## src/rtl/core/md5_pkg.sv

```systemverilog
// ----------------------------------------------------------------------------
// MD5 package
// Shared widths, round constants, round helper functions and the command and
// status bundles between the controller and the datapath.
// ----------------------------------------------------------------------------
package md5_pkg;

   localparam int WORD_W      = 32;
   localparam int BLOCK_WORDS = 16;
   localparam int CHAIN_WORDS = 4;
   localparam int ROUNDS      = 64;
   localparam int ROUND_W     = $clog2(ROUNDS);
   localparam int POS_W       = 6;
   localparam int LEN_W       = 64;

   localparam logic [ROUND_W-1:0] LAST_ROUND    = ROUND_W'(ROUNDS - 1);
   localparam logic [POS_W-1:0]   LAST_BYTE_POS = POS_W'(63);
   localparam logic [POS_W-1:0]   LEN_BYTE_POS  = POS_W'(56);
   localparam logic [7:0]         PAD_BYTE      = 8'h80;

   localparam logic [WORD_W-1:0] CHAIN_IV [CHAIN_WORDS] = '{
      32'h67452301, 32'hefcdab89, 32'h98badcfe, 32'h10325476
   };

   localparam logic [WORD_W-1:0] ROUND_CONST [ROUNDS] = '{
      32'hd76aa478, 32'he8c7b756, 32'h242070db, 32'hc1bdceee,
      32'hf57c0faf, 32'h4787c62a, 32'ha8304613, 32'hfd469501,
      32'h698098d8, 32'h8b44f7af, 32'hffff5bb1, 32'h895cd7be,
      32'h6b901122, 32'hfd987193, 32'ha679438e, 32'h49b40821,
      32'hf61e2562, 32'hc040b340, 32'h265e5a51, 32'he9b6c7aa,
      32'hd62f105d, 32'h02441453, 32'hd8a1e681, 32'he7d3fbc8,
      32'h21e1cde6, 32'hc33707d6, 32'hf4d50d87, 32'h455a14ed,
      32'ha9e3e905, 32'hfcefa3f8, 32'h676f02d9, 32'h8d2a4c8a,
      32'hfffa3942, 32'h8771f681, 32'h6d9d6122, 32'hfde5380c,
      32'ha4beea44, 32'h4bdecfa9, 32'hf6bb4b60, 32'hbebfbc70,
      32'h289b7ec6, 32'heaa127fa, 32'hd4ef3085, 32'h04881d05,
      32'hd9d4d039, 32'he6db99e5, 32'h1fa27cf8, 32'hc4ac5665,
      32'hf4292244, 32'h432aff97, 32'hab9423a7, 32'hfc93a039,
      32'h655b59c3, 32'h8f0ccc92, 32'hffeff47d, 32'h85845dd1,
      32'h6fa87e4f, 32'hfe2ce6e0, 32'ha3014314, 32'h4e0811a1,
      32'hf7537e82, 32'hbd3af235, 32'h2ad7d2bb, 32'heb86d391
   };

   typedef struct packed {
      logic               load_byte;
      logic               pad;
      logic               len;
      logic               init;
      logic               round;
      logic               add_back;
      logic               emit;
      logic [ROUND_W-1:0] round_idx;
   } md5_cmd_type;

   typedef struct packed {
      logic [POS_W-1:0] byte_pos;
      logic             pad_fits;
   } md5_stat_type;

   // Message word used by a round
   function automatic logic [3:0] msg_index(input logic [ROUND_W-1:0] i);
      logic [3:0] j;
      logic [3:0] r;
      j = i[3:0];
      case (i[5:4])
         2'd0:    r = j;
         2'd1:    r = 4'(5 * j + 1);
         2'd2:    r = 4'(3 * j + 5);
         2'd3:    r = 4'(7 * j);
         default: r = j;
      endcase
      return r;
   endfunction

   function automatic logic [4:0] rot_amount(input logic [ROUND_W-1:0] i);
      logic [4:0] s;
      case ({i[5:4], i[1:0]})
         4'd0:    s = 5'd7;
         4'd1:    s = 5'd12;
         4'd2:    s = 5'd17;
         4'd3:    s = 5'd22;
         4'd4:    s = 5'd5;
         4'd5:    s = 5'd9;
         4'd6:    s = 5'd14;
         4'd7:    s = 5'd20;
         4'd8:    s = 5'd4;
         4'd9:    s = 5'd11;
         4'd10:   s = 5'd16;
         4'd11:   s = 5'd23;
         4'd12:   s = 5'd6;
         4'd13:   s = 5'd10;
         4'd14:   s = 5'd15;
         4'd15:   s = 5'd21;
         default: s = 5'd7;
      endcase
      return s;
   endfunction

   function automatic logic [WORD_W-1:0] rotl32(input logic [WORD_W-1:0] v,
                                               input logic [4:0] s);
      logic [2*WORD_W-1:0] dbl;
      dbl = {v, v} << s;
      return dbl[2*WORD_W-1:WORD_W];
   endfunction

   function automatic logic [WORD_W-1:0] bswap32(input logic [WORD_W-1:0] v);
      return {v[7:0], v[15:8], v[23:16], v[31:24]};
   endfunction

endpackage

```

## src/rtl/core/md5_datapath.sv

```systemverilog
// ----------------------------------------------------------------------------
// MD5 datapath
// Block buffer, bit length, chaining words, one shared round unit and the
// digest output register. Acts only on commands from the controller.
// ----------------------------------------------------------------------------
module md5_datapath (
   input  logic                 clock,
   input  logic                 reset,
   input  md5_pkg::md5_cmd_type cmd,
   output md5_pkg::md5_stat_type stat,
   input  logic [7:0]           req_data_byte,
   output logic [63:0]          rsp_digest_hi,
   output logic [63:0]          rsp_digest_lo
);
   import md5_pkg::*;

   logic [WORD_W-1:0] block_ff [BLOCK_WORDS];
   logic [WORD_W-1:0] block_in [BLOCK_WORDS];
   logic [WORD_W-1:0] chain_ff [CHAIN_WORDS];
   logic [WORD_W-1:0] chain_in [CHAIN_WORDS];
   logic [LEN_W-1:0]  bit_len_ff, bit_len_in;
   logic [WORD_W-1:0] a_ff, b_ff, c_ff, d_ff;
   logic [WORD_W-1:0] a_in, b_in, c_in, d_in;
   logic [WORD_W-1:0] pre_ff, pre_in;
   logic [63:0]       dig_hi_ff, dig_lo_ff, dig_hi_in, dig_lo_in;

   logic [POS_W-1:0]   byte_pos;
   logic               pad_fits;
   logic [WORD_W-1:0]  func_val;
   logic [WORD_W-1:0]  round_sum;
   logic [WORD_W-1:0]  b_next;
   logic [ROUND_W-1:0] next_round;
   logic [WORD_W-1:0]  pre_base;

   assign byte_pos = bit_len_ff[8:3];
   assign pad_fits = byte_pos < LEN_BYTE_POS;
   assign stat.byte_pos = byte_pos;
   assign stat.pad_fits = pad_fits;

   // Block buffer: byte load, pad fill, or length block
   always_comb begin
      block_in = block_ff;
      if (cmd.load_byte) begin
         block_in[byte_pos[5:2]][8*byte_pos[1:0] +: 8] = req_data_byte;
      end else if (cmd.pad) begin
         for (int w = 0; w < BLOCK_WORDS; w++) begin
            for (int l = 0; l < 4; l++) begin
               if (POS_W'(4*w + l) == byte_pos) begin
                  block_in[w][8*l +: 8] = PAD_BYTE;
               end else if (POS_W'(4*w + l) > byte_pos) begin
                  block_in[w][8*l +: 8] = 8'h00;
               end
            end
         end
         if (pad_fits) begin
            block_in[BLOCK_WORDS-2] = bit_len_ff[WORD_W-1:0];
            block_in[BLOCK_WORDS-1] = bit_len_ff[LEN_W-1:WORD_W];
         end
      end else if (cmd.len) begin
         for (int w = 0; w < BLOCK_WORDS - 2; w++) begin
            block_in[w] = '0;
         end
         block_in[BLOCK_WORDS-2] = bit_len_ff[WORD_W-1:0];
         block_in[BLOCK_WORDS-1] = bit_len_ff[LEN_W-1:WORD_W];
      end
   end

   always_ff @(posedge clock) begin
      block_ff <= block_in;
   end

   // Round unit; pre_ff carries a + K + M for the round in progress
   always_comb begin
      case (cmd.round_idx[5:4])
         2'd0:    func_val = d_ff ^ (b_ff & (c_ff ^ d_ff));
         2'd1:    func_val = c_ff ^ (d_ff & (b_ff ^ c_ff));
         2'd2:    func_val = b_ff ^ c_ff ^ d_ff;
         2'd3:    func_val = c_ff ^ (b_ff | ~d_ff);
         default: func_val = b_ff ^ c_ff ^ d_ff;
      endcase
      round_sum  = pre_ff + func_val;
      b_next     = b_ff + rotl32(round_sum, rot_amount(cmd.round_idx));
      next_round = cmd.init ? '0 : ROUND_W'(cmd.round_idx + 1'b1);
      pre_base   = cmd.init ? chain_ff[0] : d_ff;
      pre_in     = pre_base + ROUND_CONST[next_round] + block_ff[msg_index(next_round)];

      a_in = a_ff;
      b_in = b_ff;
      c_in = c_ff;
      d_in = d_ff;
      if (cmd.init) begin
         a_in = chain_ff[0];
         b_in = chain_ff[1];
         c_in = chain_ff[2];
         d_in = chain_ff[3];
      end else if (cmd.round) begin
         a_in = d_ff;
         b_in = b_next;
         c_in = b_ff;
         d_in = c_ff;
      end
   end

   always_ff @(posedge clock) begin
      a_ff   <= a_in;
      b_ff   <= b_in;
      c_ff   <= c_in;
      d_ff   <= d_in;
      pre_ff <= pre_in;
   end

   // Chaining words and length; both return to reset values after a digest
   always_comb begin
      chain_in   = chain_ff;
      bit_len_in = bit_len_ff;
      if (cmd.add_back) begin
         chain_in[0] = chain_ff[0] + a_ff;
         chain_in[1] = chain_ff[1] + b_ff;
         chain_in[2] = chain_ff[2] + c_ff;
         chain_in[3] = chain_ff[3] + d_ff;
      end else if (cmd.emit) begin
         chain_in = CHAIN_IV;
      end
      if (cmd.load_byte) begin
         bit_len_in = bit_len_ff + LEN_W'(8);
      end else if (cmd.emit) begin
         bit_len_in = '0;
      end
   end

   always_ff @(posedge clock) begin
      if (reset) begin
         chain_ff   <= CHAIN_IV;
         bit_len_ff <= '0;
      end else begin
         chain_ff   <= chain_in;
         bit_len_ff <= bit_len_in;
      end
   end

   // Digest output register
   always_comb begin
      dig_hi_in = dig_hi_ff;
      dig_lo_in = dig_lo_ff;
      if (cmd.emit) begin
         dig_hi_in = {bswap32(chain_ff[0]), bswap32(chain_ff[1])};
         dig_lo_in = {bswap32(chain_ff[2]), bswap32(chain_ff[3])};
      end
   end

   always_ff @(posedge clock) begin
      dig_hi_ff <= dig_hi_in;
      dig_lo_ff <= dig_lo_in;
   end

   assign rsp_digest_hi = dig_hi_ff;
   assign rsp_digest_lo = dig_lo_ff;

endmodule

```

## src/rtl/core/md5_ctrl.sv

```systemverilog
// ----------------------------------------------------------------------------
// MD5 controller
// Sequences byte loads, padding, compression rounds and digest output, and
// owns the request and response handshakes.
// ----------------------------------------------------------------------------
module md5_ctrl (
   input  logic                  clock,
   input  logic                  reset,
   input  logic                  req_valid,
   output logic                  req_stall,
   input  logic                  req_has_byte,
   input  logic                  req_end_of_message,
   output logic                  rsp_valid,
   input  logic                  rsp_stall,
   output md5_pkg::md5_cmd_type  cmd,
   input  md5_pkg::md5_stat_type stat
);
   import md5_pkg::*;

   localparam logic [2:0] S_IDLE  = 3'd0;
   localparam logic [2:0] S_PAD   = 3'd1;
   localparam logic [2:0] S_LEN   = 3'd2;
   localparam logic [2:0] S_PRE   = 3'd3;
   localparam logic [2:0] S_ROUND = 3'd4;
   localparam logic [2:0] S_ADD   = 3'd5;
   localparam logic [2:0] S_OUT   = 3'd6;

   logic [2:0]         state_ff, state_in;
   logic [ROUND_W-1:0] round_ff, round_in;
   logic               fin_ff, fin_in;
   logic               padded_ff, padded_in;
   logic               last_ff, last_in;
   logic               rsp_valid_ff, rsp_valid_in;
   logic               accept;
   logic               out_free;

   assign req_stall = (state_ff != S_IDLE);
   assign accept    = req_valid && !req_stall;
   assign out_free  = !rsp_valid_ff || !rsp_stall;
   assign rsp_valid = rsp_valid_ff;

   always_comb begin
      state_in      = state_ff;
      round_in      = round_ff;
      fin_in        = fin_ff;
      padded_in     = padded_ff;
      last_in       = last_ff;
      rsp_valid_in  = rsp_valid_ff && rsp_stall;
      cmd           = '0;
      cmd.round_idx = round_ff;
      case (state_ff)
         S_IDLE: begin
            if (accept) begin
               cmd.load_byte = req_has_byte;
               if (req_has_byte && stat.byte_pos == LAST_BYTE_POS) begin
                  fin_in   = req_end_of_message;
                  state_in = S_PRE;
               end else if (req_end_of_message) begin
                  state_in = S_PAD;
               end
            end
         end
         S_PAD: begin
            cmd.pad   = 1'b1;
            padded_in = 1'b1;
            fin_in    = 1'b0;
            last_in   = stat.pad_fits;
            state_in  = S_PRE;
         end
         S_LEN: begin
            cmd.len  = 1'b1;
            last_in  = 1'b1;
            state_in = S_PRE;
         end
         S_PRE: begin
            cmd.init = 1'b1;
            round_in = '0;
            state_in = S_ROUND;
         end
         S_ROUND: begin
            cmd.round = 1'b1;
            round_in  = ROUND_W'(round_ff + 1'b1);
            if (round_ff == LAST_ROUND) begin
               state_in = S_ADD;
            end
         end
         S_ADD: begin
            cmd.add_back = 1'b1;
            if (last_ff) begin
               state_in = S_OUT;
            end else if (padded_ff) begin
               state_in = S_LEN;
            end else if (fin_ff) begin
               state_in = S_PAD;
            end else begin
               state_in = S_IDLE;
            end
         end
         S_OUT: begin
            // hold until the output register is free
            if (out_free) begin
               cmd.emit     = 1'b1;
               rsp_valid_in = 1'b1;
               fin_in       = 1'b0;
               padded_in    = 1'b0;
               last_in      = 1'b0;
               state_in     = S_IDLE;
            end
         end
         default: begin
            state_in = S_IDLE;
         end
      endcase
   end

   always_ff @(posedge clock) begin
      if (reset) begin
         state_ff     <= S_IDLE;
         round_ff     <= '0;
         fin_ff       <= 1'b0;
         padded_ff    <= 1'b0;
         last_ff      <= 1'b0;
         rsp_valid_ff <= 1'b0;
      end else begin
         state_ff     <= state_in;
         round_ff     <= round_in;
         fin_ff       <= fin_in;
         padded_ff    <= padded_in;
         last_ff      <= last_in;
         rsp_valid_ff <= rsp_valid_in;
      end
   end

   a_pre_starts_round0: assert property (@(posedge clock) disable iff (reset)
      state_ff == S_PRE |=> (state_ff == S_ROUND && round_ff == '0))
      else $error("compression did not start at round zero");

   a_last_round_adds: assert property (@(posedge clock) disable iff (reset)
      (state_ff == S_ROUND && round_ff == LAST_ROUND) |=> state_ff == S_ADD)
      else $error("last round not followed by add-back");

   a_out_only_last: assert property (@(posedge clock) disable iff (reset)
      state_ff == S_OUT |-> (last_ff && padded_ff))
      else $error("digest stage reached before final block");

   a_emit_sets_valid: assert property (@(posedge clock) disable iff (reset)
      cmd.emit |=> (rsp_valid_ff && state_ff == S_IDLE && !last_ff))
      else $error("digest emit did not raise response valid");

endmodule

```

## src/rtl/core/md5_message_digest.sv

```systemverilog
// ----------------------------------------------------------------------------
// MD5 message digest
// Byte-stream MD5 hash with a controller and a single-round datapath.
// ----------------------------------------------------------------------------
// Byte item: one byte is loaded; the byte that fills a 64-byte block also runs
//   setup, 64 rounds on the one round unit, and add-back.
// End item: pad, compression, and a length block with its compression when the
//   pad spills, then the output register. req_stall is high while not idle.
// Reset: synchronous; chaining words return to the MD5 initial values and the
//   length to zero, as they also do after every digest.
module md5_message_digest (
   input  logic        clock,
   input  logic        reset,
   input  logic        req_valid,
   output logic        req_stall,
   input  logic [7:0]  req_data_byte,
   input  logic        req_has_byte,
   input  logic        req_end_of_message,
   output logic        rsp_valid,
   input  logic        rsp_stall,
   output logic [63:0] rsp_digest_hi,
   output logic [63:0] rsp_digest_lo
);
   import md5_pkg::*;

   md5_cmd_type  cmd;
   md5_stat_type stat;

   md5_ctrl u_ctrl (
      .clock              (clock),
      .reset              (reset),
      .req_valid          (req_valid),
      .req_stall          (req_stall),
      .req_has_byte       (req_has_byte),
      .req_end_of_message (req_end_of_message),
      .rsp_valid          (rsp_valid),
      .rsp_stall          (rsp_stall),
      .cmd                (cmd),
      .stat               (stat)
   );

   md5_datapath u_datapath (
      .clock         (clock),
      .reset         (reset),
      .cmd           (cmd),
      .stat          (stat),
      .req_data_byte (req_data_byte),
      .rsp_digest_hi (rsp_digest_hi),
      .rsp_digest_lo (rsp_digest_lo)
   );

endmodule
```

## config.mk

```make
export PLATFORM = sky130hd
export DESIGN_NAME = md5_message_digest
export DESIGN_NICKNAME = d
export VERILOG_FILES = /design/src/rtl/core/md5_pkg.sv /design/src/rtl/core/md5_datapath.sv /design/src/rtl/core/md5_ctrl.sv /design/src/rtl/core/md5_message_digest.sv
export SDC_FILE = /design/constraint.sdc
export NUM_CORES = 2
export LEC_CHECK = 0
export BUFFER_PORTS_ARGS = -buffer_cell sky130_fd_sc_hd__buf_2
export CORE_AREA = 2 2 368 370
export CTS_BUF_LIST = sky130_fd_sc_hd__clkbuf_2
export DETAILED_ROUTE_END_ITERATION = 10
export DIE_AREA = 0 0 370 372
export HOLD_SLACK_MARGIN = 0.12
export PLACE_DENSITY_LB_ADDON = 0.08
export SETUP_SLACK_MARGIN = 0.4
export SLEW_MARGIN = 5
export SYNTH_ARGS = -nofsm -noshare
export SYNTH_HDL_FRONTEND = slang
export SYNTH_SLANG_ARGS = --single-unit
```

## constraint.sdc

```tcl
create_clock -name clock -period 9.2 [get_ports clock]
set_clock_uncertainty 0.2 [all_clocks]
set_input_delay 1.84 -clock clock [delete_from_list [all_inputs] [get_ports clock]]
set_output_delay 1.84 -clock clock [all_outputs]
set_load 0.005 [all_outputs]
```

=== After elaboration in Yosys (flattened, before gate mapping) ===
Memories as Yosys holds them, arrays and structs flattened. A register that Yosys moved wholly into a read port is not among the register bits.
Index checks and enable logic that the tools add are counted.

* Memories kept: 2
* Register bits: 1005
* Bits in read-only memories: 2128
* Input port bits: 14

{| class="wikitable"
|+ Memories
! name !! depth !! bits a word !! read ports !! clocked after Yosys merged registers in !! write ports !! line !! RTL
|-
| (name not given) || 64 || 32 || 1 || 0 || 0 || md5_datapath.sv:85 || <nowiki>pre_in = pre_base + ROUND_CONST[next_round] + block_ff[msg_index(next_round)];</nowiki>
|-
| (name not given) || 16 || 5 || 1 || 1 || 0 || md5_pkg.sv:77 || <nowiki>case ({i[5:4], i[1:0]})</nowiki>
|}

* Shift-type cells: 3
* Bitwise gates (word level): 13
* $lt $le $gt $ge: 69
* Multipliers: 3
* Add/subtract/negate cells: 13
* Eq/ne operators: 146
* Reductions and logical operators: 90
* Muxes and demuxes: 185

{| class="wikitable"
|+ Operators with widths
! operator !! count
|-
| 512-bit 2-to-1 mux || 3
|-
| 8-bit 2-to-1 mux || 128
|-
| 512-bit bitwise mux || 1
|-
| 32-bit 2-to-1 mux || 14
|-
| 32-bit adder || 8
|-
| 128-bit 2-to-1 mux || 2
|-
| 4-bit by 1-bit inequality test with 1-bit output, second input constant || 56
|-
| 6-bit equality test, first input constant || 32
|-
| 6-bit > comparator, first input constant || 32
|-
| 64-bit 2-to-1 mux || 3
|-
| 32-bit bitwise XOR || 6
|-
| 2-bit AND reduction || 66
|-
| 32-bit binary-select mux with 4-bit select || 1
|-
| 32-bit demux with 4-bit select || 1
|-
| 32-bit one-hot mux with 4 select lines || 1
|-
| 5-bit by 6-bit equality test with 1-bit output, first input constant || 16
|-
| 5-bit by 6-bit > comparator with 1-bit output, first input constant || 16
|-
| 64-bit by 4-bit adder with 64-bit output, second input constant || 1
|-
| 32-bit bitwise AND || 2
|-
| 64-bit by 5-bit left shift with 64-bit output || 1
|-
| 4-bit by 6-bit equality test with 1-bit output, first input constant || 8
|-
| 4-bit by 6-bit > comparator with 1-bit output, first input constant || 8
|-
| 5-bit by 1-bit inequality test with 1-bit output, second input constant || 8
|-
| 5-bit negation with 34-bit output || 1
|-
| other kinds (49) || 107
|}

=== Depth between registers and ports, before layout ===
* Depth in word-level cells: 11
* Gate-level depth with buffers: 34
* Mapped depth without buffers: 31

=== By module ===
From an unflattened synthesis, not the netlist that was laid out.

* Cell total of the unflattened synthesis: 6815
* Area total of the unflattened synthesis: 64520.6 µm²

{| class="wikitable"
|+ By module, submodules not included
! module !! area each (µm²) !! cells each !! times used !! seq. area each (µm²)
|-
| md5_datapath || 63767.4 || 6720 || 1 || 27486.4
|-
| md5_ctrl || 753.2 || 95 || 1 || 260.2
|}

=== Worst setup path before layout ===
Ideal clock, no wire load.

* Path type: register -> register
* From: reg u_ctrl.round_ff[0]
* To: reg u_datapath.pre_ff[30]
* Data arrival time: 7095 ps
* Buffers on the path: 5
* Path slack: 1785 ps
* Clock period less this slack: 7415 ps
* Stages on the path, launching flop included: 30
* Data required time: 8880 ps
* Cell sequence: dfxtp_1 > ha_1 > xor2_1 > nand2_1 > clkbuf_1 > clkbuf_1 > fa_1 > inv_1 > ha_1 > mux4_2 > nand2_2 > buf_2 > buf_2 > clkbuf_1 > a311oi_1 > a21o_1 > fa_1 > inv_1 > ha_1 > a21o_1 > a21oi_1 > nand2b_1 > a21oi_1 > a31o_2 > a31oi_1 > o2bb2ai_1 > a211o_1 > a21boi_0 > o21ai_0 > xnor2_1

* Longest elaborated chain between the ends: 10

{| class="wikitable"
|+ RTL lines
! item !! line !! RTL
|-
| start, declared || md5_ctrl.sv:29 || <nowiki>logic [ROUND_W-1:0] round_ff, round_in;</nowiki>
|-
| start signal, assigned || md5_ctrl.sv:126 || <nowiki>round_ff <= round_in;</nowiki>
|-
| 6-bit by 1-bit adder with 6-bit output * || md5_datapath.sv:83 || <nowiki>next_round = cmd.init ? '0 : ROUND_W'(cmd.round_idx + 1'b1);</nowiki>
|-
| 6-bit 2-to-1 mux * || md5_datapath.sv:83 ||
|-
| 2-bit by 4-bit multiplier with 4-bit output or 3-bit by 4-bit multiplier with 4-bit output (tied branches) || md5_pkg.sv:68, md5_pkg.sv:67 ||
|-
| 4-bit by 3-bit adder with 4-bit output or 4-bit by 1-bit adder with 4-bit output (tied branches) || md5_pkg.sv:68, md5_pkg.sv:67 ||
|-
| 4-bit one-hot mux with 4 select lines || md5_pkg.sv:65 || <nowiki>case (i[5:4])</nowiki>
|-
| 4-bit NOT with 5-bit output (implied by the code) || md5_datapath.sv:85 ||
|-
| 32-bit binary-select mux with 4-bit select || md5_datapath.sv:85 ||
|-
| 32-bit 2-to-1 mux (implied by the code) (2 in series) || md5_datapath.sv:85 ||
|-
| 32-bit adder * || md5_datapath.sv:85 ||
|-
| via u_datapath.pre_in[30] || md5_datapath.sv:24 || <nowiki>logic [WORD_W-1:0] pre_ff, pre_in;</nowiki>
|-
| end signal, assigned || md5_datapath.sv:109 || <nowiki>pre_ff <= pre_in;</nowiki>
|-
| end, declared || md5_datapath.sv:24 ||
|}

Mark *: on every way through the listed nets, which the timed path passes. The rest lies on a longest branch. The select of a mux whose other input is x is not followed.
A chain may end at the register's enable or synchronous reset.

=== Final worst setup path ===
* From: reg u_ctrl.state_ff[2]
* To: reg u_datapath.pre_ff[29]

* Longest elaborated chain between the ends: 11

{| class="wikitable"
|+ RTL lines
! item !! line !! RTL
|-
| start, declared || md5_ctrl.sv:28 || <nowiki>logic [2:0] state_ff, state_in;</nowiki>
|-
| start signal, assigned || md5_ctrl.sv:125 || <nowiki>state_ff <= state_in;</nowiki>
|-
| 3-bit by 2-bit equality test with 1-bit output * || md5_ctrl.sv:51 || <nowiki>case (state_ff)</nowiki>
|-
| 1-bit 2-to-1 mux * || md5_ctrl.sv:51 ||
|-
| 6-bit 2-to-1 mux || md5_datapath.sv:83 ||
|-
| 2-bit by 4-bit multiplier with 4-bit output or 3-bit by 4-bit multiplier with 4-bit output (tied branches) || md5_pkg.sv:68, md5_pkg.sv:67 ||
|-
| 4-bit by 3-bit adder with 4-bit output or 4-bit by 1-bit adder with 4-bit output (tied branches) || md5_pkg.sv:68, md5_pkg.sv:67 ||
|-
| 4-bit one-hot mux with 4 select lines || md5_pkg.sv:65 ||
|-
| 4-bit NOT with 5-bit output (implied by the code) || md5_datapath.sv:85 ||
|-
| 32-bit binary-select mux with 4-bit select || md5_datapath.sv:85 ||
|-
| 32-bit 2-to-1 mux (implied by the code) (2 in series) || md5_datapath.sv:85 ||
|-
| 32-bit adder * || md5_datapath.sv:85 ||
|-
| via u_datapath.pre_in[29] || md5_datapath.sv:24 ||
|}

Marks and branches as above.

==> out/qor.yml <==
status:
  status: "finished, final reports clean"
setup_path:
  reg2reg_depth: 33
  critPathMaxStageDelay_ps: 520
  crit_arrival_ps: 9460
  path_common_cell: "inv_1"
  cp-startpoint: "u_ctrl.state_ff[2]"
  slowest_stage: "dfxtp_1"
  crit_type: "reg -> reg"
  cp-start-kind: "flop"
  timing.rr.end: "u_datapath.pre_ff[29]"
  rrSetupSlack_ps: 1000
  endpoint_kind: "flop"
  r2r_start: "u_ctrl.state_ff[2]"
  cp.required_ps: 10470
  worstSetupEndpoint: "u_datapath.pre_ff[29]"
  critPathMaxFanout: 23
timing:
  setup_viol: 0
  max-slew-margin-rel: 0.1521
  finalCritPeriodShare: 0.8909
  fmax_ghz: 0.1220
  tns_ps: 0
  worst_hold_slack_ps: 231.6
  final-hold-violation-count: 0
  slew_viol_final: 0
  tightest_slew_ps: 1269
  period_needed_ps: 8196
  grt_setup_unrepaired: "no"
detailed_routing:
  wl_mm: 249.5
  ant_nets: 0
  vias: 60600
  drt_iter0_drc: 7141
  dr.pass1.iters: 9
  drc: 0
  viasPerCell: 6.314
  wl_per_cell_um: 25.99
power_and_ir_drop:
  power_density_nw_per_um2: 262.0
  ir_drop_uv: 167.8
  leakage_uw: 0.02798
finish:
  fillCellCount: 12920
  fin_nets: 7913
  postLayoutCoreUtil: 0.5225
  seq_area_um2: 27850
  syn_to_final_growth_pct: 7.636
  layout-drive-gt1-share: 0.1157
  multi_input_area_um2: 34840
  final_area_um2: 70160
global_routing:
  antenna_found_initial: 7
  grt_max_degree: 202
  first_global_vias: 56810
  grt_pass1_wl_mm: 366.2
  overflow: 0
  globalRouteTotalUtil: 0.3529
clock_network:
  cts_root_buf: "clkbuf_2"
  cts.clk_slew.worst_paths_ps: 100
  clock_path_buffers: 4
  cts_hold_buffers: 0
  cts_tree: "done"
  cts_buffers: 298
  worstSkewPairLatency_ps: 1740
  h-tree-depth: 5
  cts.sinks: 1007
floorplanning:
  die_area_um2: 137600
  core_area_um2: 134300
  die_y_um: 372
  start_util: 0.4854
  num_rows: 135
  ios: 144
  die_x_um: 370
logic_synthesis:
  synth.distinct_cells: 101
  synth-async-reset-ratio: 0
  ys.flop_type: "edfxtp_1"
  synth_enable_flop_cells: 768
  synth.net_count: 7834
  synth-seq-cells: 1007
  syn_area_per_cell_um2: 8.672
  synth_cells: 7517
  synth.yosys.seq_area_share: 0.4272
  ys_warn_count: 0
  synth_area_um2: 65180
run:
  maxCapViolations: 0
place:
  dp_hpwl_mm: 176.7
  portBuffers: 143
  gp_congestion: 1.008
  dpl_cell_area_um2: 67520
hold_path:
  min_path_type: "reg -> reg"
==> cell families after synthesis <==
family          Yosys count  synth area share
fa+ha+maj               303           0.06288
buf+inv                 697           0.04137
xor+xnor                244           0.03290
compound gates         2083            0.2055
simple gates           3035            0.2011
mux                     148           0.02906
flops                  1007            0.4272
==> worst min path at each step <==
stage	start	to	slack [ps]	cells after the start
6_report	u_datapath.chain_ff[120]	u_datapath.rsp_digest_hi[32]	230	0
2_1_floorplan	u_datapath.chain_ff[63]	u_datapath.rsp_digest_lo[39]	210	0
3_3_place_gp	u_ctrl.padded_ff	u_ctrl.padded_ff	270	2
4_1_cts	req_end_of_message	u_ctrl.fin_ff	160	3
5_1_grt	req_end_of_message	u_ctrl.fin_ff	210	3
3_5_place_dp	u_ctrl.fin_ff	u_ctrl.fin_ff	280	2
==> per-layer routing <==
metal | global-route usage | vias up | wire length [um]
met3 | 0.06355 | 745 | 20090
met2 | 0.5726 | 3171 | 115700
met5 | 0 | - | 21
met4 | 0.2172 | 4 | 16650
li1 | - | 27650 | -
met1 | 0.4372 | 29030 | 97040
==> layout by cell type, fill, tap and decap left out, types with 29 or more instances in the layout <==
cell         n
nor2_1     855
inv_1      191
a21o_1     123
a311oi_1   103
o21bai_1    35
xor2_1     102
and3_1     116
mux2_2      29
buf_4      123
nand3_1    309
o211ai_1    54
a31oi_1    116
xnor2_1    137
o21ai_0    346
nor2b_1     36
nand4_1     36
o22a_1     120
ha_1       262
a22o_1      81
or3_1       39
mux4_2      29
a21oi_1    694
o21a_1      57
dfxtp_1    237
edfxtp_1   768
and2_1      34
clkbuf_2   452
a211oi_1    44
nand2_1   1278
mux2i_1     88
a22oi_1     60
nor3_1     187
o22ai_1     59
buf_2      142
clkinv_1    45
fa_1        41
==> cell usage after synthesis, types with 29 or more instances <==
cell type  number  area [um^2]
inv_1         193        724.4
a311oi_1      103        902.1
a31oi_1       117        732.0
edfxtp_1      768        23060
xor2_1        104        910.9
and2_1         35        219.0
a21o_1        123        923.4
nand4_1        36        225.2
buf_2          49        245.2
o21bai_1       35        262.8
nor2_1        863         3239
o21ai_0       349         1747
o22ai_1        59        369.1
o211ai_1       54        405.4
mux4_2         29        653.1
a22o_1         81        709.4
ha_1          262         3278
buf_1          50        187.7
nand2_1      1280         4805
or3_1          39        244.0
and3_1        117        732.0
clkbuf_1      394         1479
xnor2_1       139         1217
mux2_2         29        326.6
o22a_1        120         1051
nor2b_1        36        225.2
dfxtp_1       239         4785
nand3_1       312         1562
fa_1           41        820.8
o21a_1         57        427.9
a21oi_1       694         3473
nor3_1        190        950.9
a211oi_1       44        330.3
mux2i_1        88        880.8
a22oi_1        60        450.4
==> where the power goes <==
part / total (uW) / leakage (uW) / switching (uW) / internal [uW]
combinational: 8220 / 0.0165 / 5070 / 3150
sequential: 6760 / 0.00940 / 678 / 6090
clock: 3400 / 0.00205 / 2030 / 1380
==> final cells by class <==
| type | count | share of cell area |
|---|---|---|
| Tap cell | 1781 | 0.03176 |
| Multi-Input combinational cell | 5813 | 0.4966 |
| Timing Repair Buffer | 277 | 0.02682 |
| Clock inverter | 60 | 0.004494 |
| Antenna cell | 8 | 0.0002853 |
| Inverter | 199 | 0.01082 |
| Sequential cell | 1007 | 0.3970 |
| Clock buffer | 452 | 0.03224 |
==> metrics by stage <==
step | cells | power (uW) | setup slack (ps)
floorplan | 7517 | 12440 | 1785
global placement | 9075 | 14790 | 1137
detailed placement | 9075 | 14890 | 946.0
CTS | 9587 | 18310 | 807.6
global route | 9597 | 19500 | 484.0
finish | 9597 | 18380 | 1004
==> state kept, by name, indices dropped and copies added (netlist names), 32 cells and up, named ones only <==
| signal | cells |
|---|---|
| u_datapath.b_ff | 32 |
| u_datapath.bit_len_ff | 61 |
| u_datapath.a_ff | 32 |
| u_datapath.c_ff | 32 |
| u_datapath.pre_ff | 32 |
| u_datapath.rsp_digest_lo | 64 |
| u_datapath.block_ff | 512 |
| u_datapath.chain_ff | 128 |
| u_datapath.d_ff | 32 |
| u_datapath.rsp_digest_hi | 64 |
==> critical path, delay by kind of cell (launching register included) <==
kind / cells / cell delay [ps]
adder cells (fa/ha/maj): 5 / 1610
AO/OA/AOI/OAI: 12 / 2940
AND/OR/NAND/NOR: 5 / 1100
buffers and inverters: 7 / 880
flip-flops: 1 / 520
XOR/XNOR: 3 / 480
multiplexers: 1 / 230
==> what timing repair did <==
item                                    4_1_cts  5_1_grt
setup buffers                                 0        2
gates resized for setup                       0        0
endpoints found under the setup margin        0        5
Note: power is estimated with default switching activity, not from simulation.
